[src/sv/tct_pkg.sv]
// Shared types, constants and a helper function for the triple countdown timer block.
package tct_pkg;

  // Default timer count and command queue depth.
  localparam int NUM_TIMERS_DEF = 3;
  localparam int QUEUE_DEPTH    = 2;
  localparam int IRQ_W          = 3;
  localparam int TIMER_SEL_W    = 3;
  localparam int DATA_W         = 32;
  localparam int ADDR_W         = 12;
  localparam int OP_W           = 2;

  // Operation codes carried by the input word.
  localparam logic [OP_W-1:0] OP_READ  = 2'd0;
  localparam logic [OP_W-1:0] OP_WRITE = 2'd1;
  localparam logic [OP_W-1:0] OP_TICK  = 2'd2;

  // Register offsets within a timer's 32-byte window.
  localparam logic [4:0] OFS_LOAD  = 5'd0;
  localparam logic [4:0] OFS_VALUE = 5'd4;
  localparam logic [4:0] OFS_CTRL  = 5'd8;
  localparam logic [4:0] OFS_RIS   = 5'd12;
  localparam logic [4:0] OFS_MIS   = 5'd16;

  // Control register bits and special values.
  localparam int CTRL_ENABLE_BIT = 0;
  localparam int CTRL_ONESHOT_BIT = 3;
  localparam int CTRL_MASK_BIT   = 4;
  localparam logic [DATA_W-1:0] CTRL_RESET  = 32'h0000_0010;
  localparam logic [DATA_W-1:0] FREE_RELOAD = 32'hffff_ffff;

  typedef enum logic [2:0] {
    KIND_NOP,
    KIND_READ,
    KIND_WRITE,
    KIND_TICK,
    KIND_BAD
  } cmd_kind_t;

  typedef enum logic [2:0] {
    REG_LOAD,
    REG_VALUE,
    REG_CTRL,
    REG_RIS,
    REG_MIS
  } reg_sel_t;

  // Decoded command passed from the front end to the timer bank.
  typedef struct packed {
    cmd_kind_t              kind;
    logic [TIMER_SEL_W-1:0] timer;
    reg_sel_t               reg_sel;
    logic [DATA_W-1:0]      data;
  } cmd_t;

  // Value a counter takes on reload: all ones in enabled free-running mode.
  function automatic logic [DATA_W-1:0] reload_of(input logic [DATA_W-1:0] ctrl,
                                                   input logic [DATA_W-1:0] load);
    logic [DATA_W-1:0] r;
    if (ctrl[3:2] == 2'b00 && ctrl[CTRL_ENABLE_BIT]) begin
      r = FREE_RELOAD;
    end else begin
      r = load;
    end
    return r;
  endfunction

endpackage

[src/sv/tct_front.sv]
// Front end: accepts input words and decodes them into timer bank commands.
module tct_front #(
  parameter int NUM_TIMERS = tct_pkg::NUM_TIMERS_DEF
) (
  input  logic                        clk,
  input  logic                        rst,
  input  logic                        in_valid,
  output logic                        in_stall,
  input  logic [tct_pkg::OP_W-1:0]    operation,
  input  logic [tct_pkg::ADDR_W-1:0]  address,
  input  logic [tct_pkg::DATA_W-1:0]  write_data,
  output logic                        cmd_valid,
  input  logic                        cmd_ready,
  output tct_pkg::cmd_t               cmd
);

  tct_pkg::cmd_t cmd_next;
  logic          advance;
  logic          good;
  logic [4:0]    ofs;

  // The stage moves on when it is empty or the queue takes its word.
  assign advance  = !cmd_valid || cmd_ready;
  assign in_stall = !advance;
  assign ofs      = address[4:0];

  // Classify the word: operation, timer select and register offset.
  always_comb begin
    good = (address[tct_pkg::ADDR_W-1:8] == '0) &&
           ({1'b0, address[7:5]} < 4'(NUM_TIMERS));
    cmd_next.timer   = address[7:5];
    cmd_next.data    = write_data;
    cmd_next.kind    = tct_pkg::KIND_NOP;
    cmd_next.reg_sel = tct_pkg::REG_LOAD;
    case (ofs)
      tct_pkg::OFS_LOAD:  cmd_next.reg_sel = tct_pkg::REG_LOAD;
      tct_pkg::OFS_VALUE: cmd_next.reg_sel = tct_pkg::REG_VALUE;
      tct_pkg::OFS_CTRL:  cmd_next.reg_sel = tct_pkg::REG_CTRL;
      tct_pkg::OFS_RIS:   cmd_next.reg_sel = tct_pkg::REG_RIS;
      tct_pkg::OFS_MIS:   cmd_next.reg_sel = tct_pkg::REG_MIS;
      default:            good = 1'b0;
    endcase
    case (operation)
      tct_pkg::OP_READ:  cmd_next.kind = good ? tct_pkg::KIND_READ  : tct_pkg::KIND_BAD;
      tct_pkg::OP_WRITE: cmd_next.kind = good ? tct_pkg::KIND_WRITE : tct_pkg::KIND_BAD;
      tct_pkg::OP_TICK:  cmd_next.kind = tct_pkg::KIND_TICK;
      default:           cmd_next.kind = tct_pkg::KIND_NOP;
    endcase
  end

  // Stage register holding one decoded word.
  always_ff @(posedge clk) begin
    if (rst) begin
      cmd_valid <= 1'b0;
    end else if (advance) begin
      cmd_valid <= in_valid;
    end
  end

  always_ff @(posedge clk) begin
    if (advance && in_valid) begin
      cmd <= cmd_next;
    end
  end

endmodule

[src/sv/tct_queue.sv]
// Short command queue between the front end and the timer bank.
module tct_queue #(
  parameter int DEPTH = tct_pkg::QUEUE_DEPTH
) (
  input  logic          clk,
  input  logic          rst,
  input  logic          push_valid,
  output logic          push_ready,
  input  tct_pkg::cmd_t push_cmd,
  output logic          pop_valid,
  input  logic          pop_stall,
  output tct_pkg::cmd_t pop_cmd
);

  localparam int PTR_W = (DEPTH > 1) ? $clog2(DEPTH) : 1;
  localparam int CNT_W = $clog2(DEPTH + 1);

  tct_pkg::cmd_t   mem [DEPTH];
  logic [PTR_W-1:0] wr_ptr;
  logic [PTR_W-1:0] rd_ptr;
  logic [CNT_W-1:0] count;
  logic             push;
  logic             pop;

  assign push_ready = (count != CNT_W'(DEPTH));
  assign pop_valid  = (count != '0);
  assign push       = push_valid && push_ready;
  assign pop        = pop_valid && !pop_stall;
  assign pop_cmd    = mem[rd_ptr];

  // Storage is written at the tail only.
  always_ff @(posedge clk) begin
    if (push) begin
      mem[wr_ptr] <= push_cmd;
    end
  end

  // Pointers wrap at the queue depth.
  always_ff @(posedge clk) begin
    if (rst) begin
      wr_ptr <= '0;
      rd_ptr <= '0;
      count  <= '0;
    end else begin
      if (push) begin
        wr_ptr <= (wr_ptr == PTR_W'(DEPTH - 1)) ? '0 : wr_ptr + 1'b1;
      end
      if (pop) begin
        rd_ptr <= (rd_ptr == PTR_W'(DEPTH - 1)) ? '0 : rd_ptr + 1'b1;
      end
      count <= count + CNT_W'(push) - CNT_W'(pop);
    end
  end

  // The fill count never passes the depth and an empty queue is never drained.
  a_count_bound: assert property (@(posedge clk) disable iff (rst)
    count <= CNT_W'(DEPTH))
    else $error("queue count beyond depth");
  a_no_pop_empty: assert property (@(posedge clk) disable iff (rst)
    (count == '0) |-> !pop)
    else $error("pop from empty queue");

endmodule

[src/sv/tct_bank.sv]
// Timer bank: holds timer state, executes commands and registers each result word.
module tct_bank #(
  parameter int NUM_TIMERS = tct_pkg::NUM_TIMERS_DEF
) (
  input  logic                        clk,
  input  logic                        rst,
  input  logic                        cmd_valid,
  output logic                        cmd_stall,
  input  tct_pkg::cmd_t               cmd,
  output logic                        out_valid,
  input  logic                        out_stall,
  output logic [tct_pkg::DATA_W-1:0]  read_data,
  output logic [tct_pkg::IRQ_W-1:0]   irq_lines,
  output logic                        bad_access
);

  localparam int IRQ_N = (NUM_TIMERS < tct_pkg::IRQ_W) ? NUM_TIMERS : tct_pkg::IRQ_W;

  logic [tct_pkg::DATA_W-1:0] ctrl       [NUM_TIMERS];
  logic [tct_pkg::DATA_W-1:0] load       [NUM_TIMERS];
  logic [tct_pkg::DATA_W-1:0] count      [NUM_TIMERS];
  logic [NUM_TIMERS-1:0]      running;
  logic [NUM_TIMERS-1:0]      pending;
  logic [tct_pkg::DATA_W-1:0] ctrl_next  [NUM_TIMERS];
  logic [tct_pkg::DATA_W-1:0] load_next  [NUM_TIMERS];
  logic [tct_pkg::DATA_W-1:0] count_next [NUM_TIMERS];
  logic [NUM_TIMERS-1:0]      running_next;
  logic [NUM_TIMERS-1:0]      pending_next;
  logic [tct_pkg::DATA_W-1:0] rdata;
  logic [tct_pkg::IRQ_W-1:0]  irq_next;
  logic [tct_pkg::IRQ_W-1:0]  irq_now;
  logic                       take;
  logic                       sel;

  // A command is executed whenever the output register can take its result.
  assign take      = cmd_valid && (!out_valid || !out_stall);
  assign cmd_stall = !take;

  // Per-timer update and read selection; each timer is independent.
  always_comb begin
    rdata = '0;
    for (int t = 0; t < NUM_TIMERS; t++) begin
      sel             = (cmd.timer == tct_pkg::TIMER_SEL_W'(t));
      ctrl_next[t]    = ctrl[t];
      load_next[t]    = load[t];
      count_next[t]   = count[t];
      running_next[t] = running[t];
      pending_next[t] = pending[t];
      if (take) begin
        case (cmd.kind)
          tct_pkg::KIND_TICK: begin
            if (running[t]) begin
              if (count[t] <= tct_pkg::DATA_W'(1)) begin
                pending_next[t] = 1'b1;
                if (ctrl[t][tct_pkg::CTRL_ONESHOT_BIT]) begin
                  count_next[t]   = '0;
                  running_next[t] = 1'b0;
                end else begin
                  count_next[t] = tct_pkg::reload_of(ctrl[t], load[t]);
                end
              end else begin
                count_next[t] = count[t] - 1'b1;
              end
            end
          end
          tct_pkg::KIND_READ: begin
            if (sel) begin
              case (cmd.reg_sel)
                tct_pkg::REG_LOAD:  rdata = load[t];
                tct_pkg::REG_VALUE: rdata = count[t];
                tct_pkg::REG_CTRL:  rdata = ctrl[t];
                tct_pkg::REG_RIS: begin
                  rdata           = tct_pkg::DATA_W'(pending[t]);
                  pending_next[t] = 1'b0;
                end
                tct_pkg::REG_MIS:
                  rdata = tct_pkg::DATA_W'(pending[t] && !ctrl[t][tct_pkg::CTRL_MASK_BIT]);
                default: rdata = '0;
              endcase
            end
          end
          tct_pkg::KIND_WRITE: begin
            if (sel) begin
              case (cmd.reg_sel)
                tct_pkg::REG_LOAD: begin
                  load_next[t]  = cmd.data;
                  count_next[t] = tct_pkg::reload_of(ctrl[t], cmd.data);
                end
                tct_pkg::REG_CTRL: begin
                  ctrl_next[t]    = cmd.data;
                  running_next[t] = cmd.data[tct_pkg::CTRL_ENABLE_BIT];
                  if (cmd.data[tct_pkg::CTRL_ENABLE_BIT]) begin
                    count_next[t] = tct_pkg::reload_of(cmd.data, load[t]);
                  end
                end
                default: ;
              endcase
            end
          end
          default: ;
        endcase
      end
    end
  end

  // Interrupt lines after the update, and from the present state for checking.
  always_comb begin
    irq_next = '0;
    irq_now  = '0;
    for (int t = 0; t < IRQ_N; t++) begin
      irq_next[t] = pending_next[t] && !ctrl_next[t][tct_pkg::CTRL_MASK_BIT];
      irq_now[t]  = pending[t] && !ctrl[t][tct_pkg::CTRL_MASK_BIT];
    end
  end

  // Timer state registers.
  always_ff @(posedge clk) begin
    if (rst) begin
      for (int t = 0; t < NUM_TIMERS; t++) begin
        ctrl[t]  <= tct_pkg::CTRL_RESET;
        load[t]  <= '0;
        count[t] <= '0;
      end
      running <= '0;
      pending <= '0;
    end else begin
      for (int t = 0; t < NUM_TIMERS; t++) begin
        ctrl[t]  <= ctrl_next[t];
        load[t]  <= load_next[t];
        count[t] <= count_next[t];
      end
      running <= running_next;
      pending <= pending_next;
    end
  end

  // Output register: one result word per executed command.
  always_ff @(posedge clk) begin
    if (rst) begin
      out_valid <= 1'b0;
    end else if (take) begin
      out_valid <= 1'b1;
    end else if (!out_stall) begin
      out_valid <= 1'b0;
    end
  end

  always_ff @(posedge clk) begin
    if (take) begin
      read_data  <= rdata;
      irq_lines  <= irq_next;
      bad_access <= (cmd.kind == tct_pkg::KIND_BAD);
    end
  end

  // State only moves with a new result, so a held word matches the live interrupts.
  a_irq_matches: assert property (@(posedge clk) disable iff (rst)
    out_valid |-> (irq_lines == irq_now))
    else $error("irq_lines out of step with timer state");
  a_bad_zero: assert property (@(posedge clk) disable iff (rst)
    (out_valid && bad_access) |-> (read_data == '0))
    else $error("bad access returned data");

endmodule

[src/sv/triple_countdown_timer_regs_unit.sv]
// Words pass the front-end stage, the command queue and the bank's output register.
// Throughput: one word per cycle unless the output stalls, set by the bank update.
// A two-entry command queue lets the front end keep accepting while the output stalls.
// Reset (rst, synchronous): all timers stopped, counts and loads zero, control 0x10,
// no interrupts pending, queue and output empty.
module triple_countdown_timer_regs_unit #(
  parameter int NUM_TIMERS = tct_pkg::NUM_TIMERS_DEF
) (
  input  logic                        clk,
  input  logic                        rst,
  input  logic                        in_valid,
  output logic                        in_stall,
  input  logic [tct_pkg::OP_W-1:0]    operation,
  input  logic [tct_pkg::ADDR_W-1:0]  address,
  input  logic [tct_pkg::DATA_W-1:0]  write_data,
  output logic                        out_valid,
  input  logic                        out_stall,
  output logic [tct_pkg::DATA_W-1:0]  read_data,
  output logic [tct_pkg::IRQ_W-1:0]   irq_lines,
  output logic                        bad_access
);

  logic          f_valid;
  logic          f_ready;
  tct_pkg::cmd_t f_cmd;
  logic          q_valid;
  logic          q_stall;
  tct_pkg::cmd_t q_cmd;

  // Front end decodes each input word.
  tct_front #(.NUM_TIMERS(NUM_TIMERS)) u_front (
    .clk        (clk),
    .rst        (rst),
    .in_valid   (in_valid),
    .in_stall   (in_stall),
    .operation  (operation),
    .address    (address),
    .write_data (write_data),
    .cmd_valid  (f_valid),
    .cmd_ready  (f_ready),
    .cmd        (f_cmd)
  );

  // Queue decouples decode from execution.
  tct_queue #(.DEPTH(tct_pkg::QUEUE_DEPTH)) u_queue (
    .clk        (clk),
    .rst        (rst),
    .push_valid (f_valid),
    .push_ready (f_ready),
    .push_cmd   (f_cmd),
    .pop_valid  (q_valid),
    .pop_stall  (q_stall),
    .pop_cmd    (q_cmd)
  );

  // Timer bank executes commands and drives the result word.
  tct_bank #(.NUM_TIMERS(NUM_TIMERS)) u_bank (
    .clk        (clk),
    .rst        (rst),
    .cmd_valid  (q_valid),
    .cmd_stall  (q_stall),
    .cmd        (q_cmd),
    .out_valid  (out_valid),
    .out_stall  (out_stall),
    .read_data  (read_data),
    .irq_lines  (irq_lines),
    .bad_access (bad_access)
  );

endmodule

[config.mk]
export PLATFORM = sky130hd
export DESIGN_NAME = triple_countdown_timer_regs_unit
export DESIGN_NICKNAME = d
export VERILOG_FILES = /design/src/sv/tct_pkg.sv /design/src/sv/tct_front.sv /design/src/sv/tct_queue.sv /design/src/sv/tct_bank.sv /design/src/sv/triple_countdown_timer_regs_unit.sv
export SDC_FILE = /design/constraint.sdc
export NUM_CORES = 1
export LEC_CHECK = 0
export BUFFER_PORTS_ARGS = -buffer_cell sky130_fd_sc_hd__clkbuf_2
export CAP_MARGIN = 30
export CORE_MARGIN = 2
export CORE_UTILIZATION = 45
export DETAILED_ROUTE_END_ITERATION = 10
export GPL_ROUTABILITY_DRIVEN = 1
export HOLD_SLACK_MARGIN = 0.15
export PLACE_DENSITY = 0.57
export SETUP_SLACK_MARGIN = 0.05
export SLEW_MARGIN = 20
export SYNTH_ARGS = -nofsm -noshare
export SYNTH_HDL_FRONTEND = slang
export SYNTH_SLANG_ARGS = --single-unit
[constraint.sdc]
create_clock -name clk -period 7.95 [get_ports clk]
set_clock_uncertainty 0.15 [all_clocks]
set_input_delay 1.1925 -clock clk [delete_from_list [all_inputs] [get_ports clk]]
set_output_delay 1.1925 -clock clk [all_outputs]
set_load 0.05 [all_outputs]
==> results.sh <==
export IMPL_crit_type="reg2reg"
export IMPL_die_h_um=232.6
export IMPL_slowest_delay_ns=0.75
export IMPL_worstPathArrival_ns=4.74
export IMPL_first_iter_violations=2828
export IMPL_critPathCaptureType="flop"
export IMPL_area_growth_pct=12.38
export IMPL_status="completed"
export IMPL_ant_nets=0
export IMPL_crit_path_top_delay_cell="nor4bb_2"
export IMPL_pin_count=88
export IMPL_synthFlopType="dfxtp_1"
export IMPL_grt_total_usage=0.3300
export IMPL_wire_per_inst_um=27.53
export IMPL_fin_crit_sh=0.5602
export IMPL_ir_worst_vdd_mv=0.1993
export IMPL_tns_ns=0
export IMPL_rsz0062_at_grt="false"
export IMPL_routabilityCongestion=0.9531
export IMPL_antenna_cells=0
export IMPL_synth_edf_count=159
export IMPL_dp_hpwl_mm=60.11
export IMPL_synth_fp_nets=2617
export IMPL_cts_resized=0
export IMPL_min_period_ns=4.454
export IMPL_synth_warnings=0
export IMPL_routed_wl_mm=89.94
export IMPL_clk_latency_ns=0.63
export IMPL_cts_tree="yes"
export IMPL_routed_via_count=21773
export IMPL_initial_core_util=0.4566
export IMPL_crit_top_cell="nor2_1"
export IMPL_grt_antenna_before_repair=5
export IMPL_die_area_um2=54110
export IMPL_synth_async_reset_ratio=0
export IMPL_maxSlewHeadroom=0.2773
export IMPL_htree_levels=2
export IMPL_seq_area_frac_synth=0.4592
export IMPL_cp_cell_sequence="nor4bb_2 > or2_2 > buf_4 > nor2_1 > nor4b_2 > nor2_1 > a41oi_1"
export IMPL_core_um2=51510
export IMPL_cts_made_buffers=53
export IMPL_cts_root_buf="clkbuf_16"
export IMPL_cp_num_buf_inv=1
export IMPL_grt_pass1_vias=20185
export IMPL_finalSetupViolCount=0
export IMPL_worst_pin_slew_ns=1.054
export IMPL_finalMaxSlewViolations=0
export IMPL_dp_cells=3164
export IMPL_drt_pass1_iterations=7
export IMPL_power_density_nw_per_um2=256.7
export IMPL_fin_nets=2600
export IMPL_post_synth_cell_area_avg_um2=9.191
export IMPL_synthCells=2559
export IMPL_drcViolationCount=0
export IMPL_rows=83
export IMPL_leakage_uw=0.008649
export IMPL_synthesis_area_um2=23520
export IMPL_fin_cells=3267
export IMPL_cts_sinks=460
export IMPL_drive_above_1_share=0.1453
export IMPL_cts_clk_slew_worst_paths_ns=0.06
export IMPL_grt_pass1_wl_mm=134.1
export IMPL_port_buffers=87
export IMPL_synth_distinct_cells=82
export IMPL_cp_data_required_time_ns=8.23
export IMPL_hold_viol_final=0
export IMPL_fmax_mhz=224.5
export IMPL_cts_path_max_buffers=3
export IMPL_cp_start_kind="flop"
export IMPL_grt_overflow_total=0
export IMPL_synth_seq_cells=460
export IMPL_routed_via_density=6.665
export IMPL_die_width_um=232.6
export IMPL_cts_setup_buffers=0
export IMPL_maxCapViolations=0
export IMPL_min_delay_path_class="reg2reg"
export IMPL_nFillCells=4848
export IMPL_grt_max_degree=127
export IMPL_cpLargestDelayFamily="simple AND/OR/NAND/NOR gates"
export IMPL_ctsHoldBuffers=0
export IMPL_worstPathMaxFanout=33
## cell type report
cell class,instances,area [µm²],share of cell area
Clock buffer,80,1478,0.05591
Timing Repair Buffer,164,1096,0.04147
Multi-Input combinational cell,1841,11900,0.4504
Clock inverter,20,216.5,0.008189
Inverter,22,82.58,0.003124
Tap cell,680,850.8,0.03219
Sequential cell,460,10800,0.4088
## synth_stat cells, drive strengths merged, types with 9 or more instances
cell type	n	area, µm²
nor2	378	1419
nand4	13	81.33
or3	12	75.07
o221ai	40	350.3
nor3	42	210.2
o22ai	15	93.84
o211ai	44	330.3
nand3	47	235.2
dfxtp	301	6026
edfxtp	159	4775
a31oi	58	362.9
and3	16	100.1
and2	9	56.31
a21oi	149	745.7
xor2	35	306.5
o2111ai	9	78.83
inv	22	82.58
or4	28	221.5
a211oi	200	1501
mux2	50	563.0
nand2	138	518.0
a22oi	36	270.3
buf	25	110.1
o22a	32	280.3
mux2i	41	410.4
mux4	31	698.2
clkbuf	211	792.0
o31ai	11	87.58
xnor2	24	210.2
a311oi	12	105.1
o21ai	193	965.9
nor4	47	319.1
## through the flow
stage / util / cell area [µm²] / worst slack (ns) / hold slack (ns) / power [µW]
4_1_cts: 0.5125 / 26400 / 3.502 / 0.2897 / 6773
3_3_place_gp: 0.4772 / 24580 / 3.309 / 0.2747 / 4335
3_5_place_dp: 0.4796 / 24700 / 3.499 / 0.2790 / 4370
5_1_grt: 0.5131 / 26430 / 3.189 / 0.2931 / 6991
2_1_floorplan: - / 23520 / 4.264 / 0.2715 / 3708
6_report: 0.5131 / 26430 / 3.496 / 0.2922 / 6784
## per-layer routing
metal | GRT usage | share of wire | vias up
met2 | 0.4694 | 0.42 | 1236
li1 | - | - | 9705
met5 | 0 | 0.00067 | -
met4 | 0.1081 | 0.032 | 8
met1 | 0.4923 | 0.43 | 10643
met3 | 0.07292 | 0.11 | 181
## worst paths after layout
check                            startpoint                                to  slack [ns]  cells past startpoint
hold / removal    u_front.cmd[25]$_DFFE_PP_      u_queue.mem[0][25]$_DFFE_PP_        0.29                      0
hold reg to reg   u_front.cmd[25]$_DFFE_PP_      u_queue.mem[0][25]$_DFFE_PP_        0.29                      0
setup reg to reg                       flop  u_bank.count[0][66]$_SDFFE_PP0P_        3.50                      7
setup / recovery                       flop  u_bank.count[0][66]$_SDFFE_PP0P_        3.50                      7
## placed cells by master, fill, tap and decap left out, drive strengths merged, types with 10 or more instances in the layout
cell type,count
a211oi,200
a21oi,149
a22oi,36
a311oi,12
a31oi,58
and3,16
buf,75
clkbuf,168
clkinv,10
dfxtp,301
edfxtp,159
inv,24
mux2,50
mux2i,41
mux4,31
nand2,138
nand3,47
nand4,13
nor2,378
nor3,42
nor4,47
o211ai,44
o21ai,193
o221ai,40
o22a,32
o22ai,15
o31ai,11
or3,12
or4,28
xnor2,24
xor2,35
## cells by family after synthesis
| kind of cell | synth area share |
|---|---|
| compound gates | 0.2457 |
| fa+ha+maj | 0.004256 |
| buf+inv | 0.04187 |
| simple gates | 0.1559 |
| flops | 0.4592 |
| xor+xnor | 0.02197 |
| mux | 0.07108 |
## registers in the layout, indices dropped and copies added (netlist names), named ones only
register / flops
u_bank.count: 96
u_bank.ctrl: 96
u_bank.load: 96
u_queue.mem: 82
u_front.cmd: 41
u_bank.read_data: 32
u_bank.irq_lines: 3
u_bank.pending: 3
u_bank.running: 3
u_queue.count: 2
u_bank.bad_access: 1
u_bank.out_valid: 1
u_front.cmd_valid: 1
u_queue.rd_ptr: 1
u_queue.wr_ptr: 1
## power by group
part           total (µW)  internal, µW  switching, µW  leakage, µW
sequential           2710          2600            110      0.00394
combinational        1650           417           1240      0.00391
clock                2420          1390           1030     0.000807
total                6780          4400           2380      0.00865
Power figures use the tool's default switching activity.
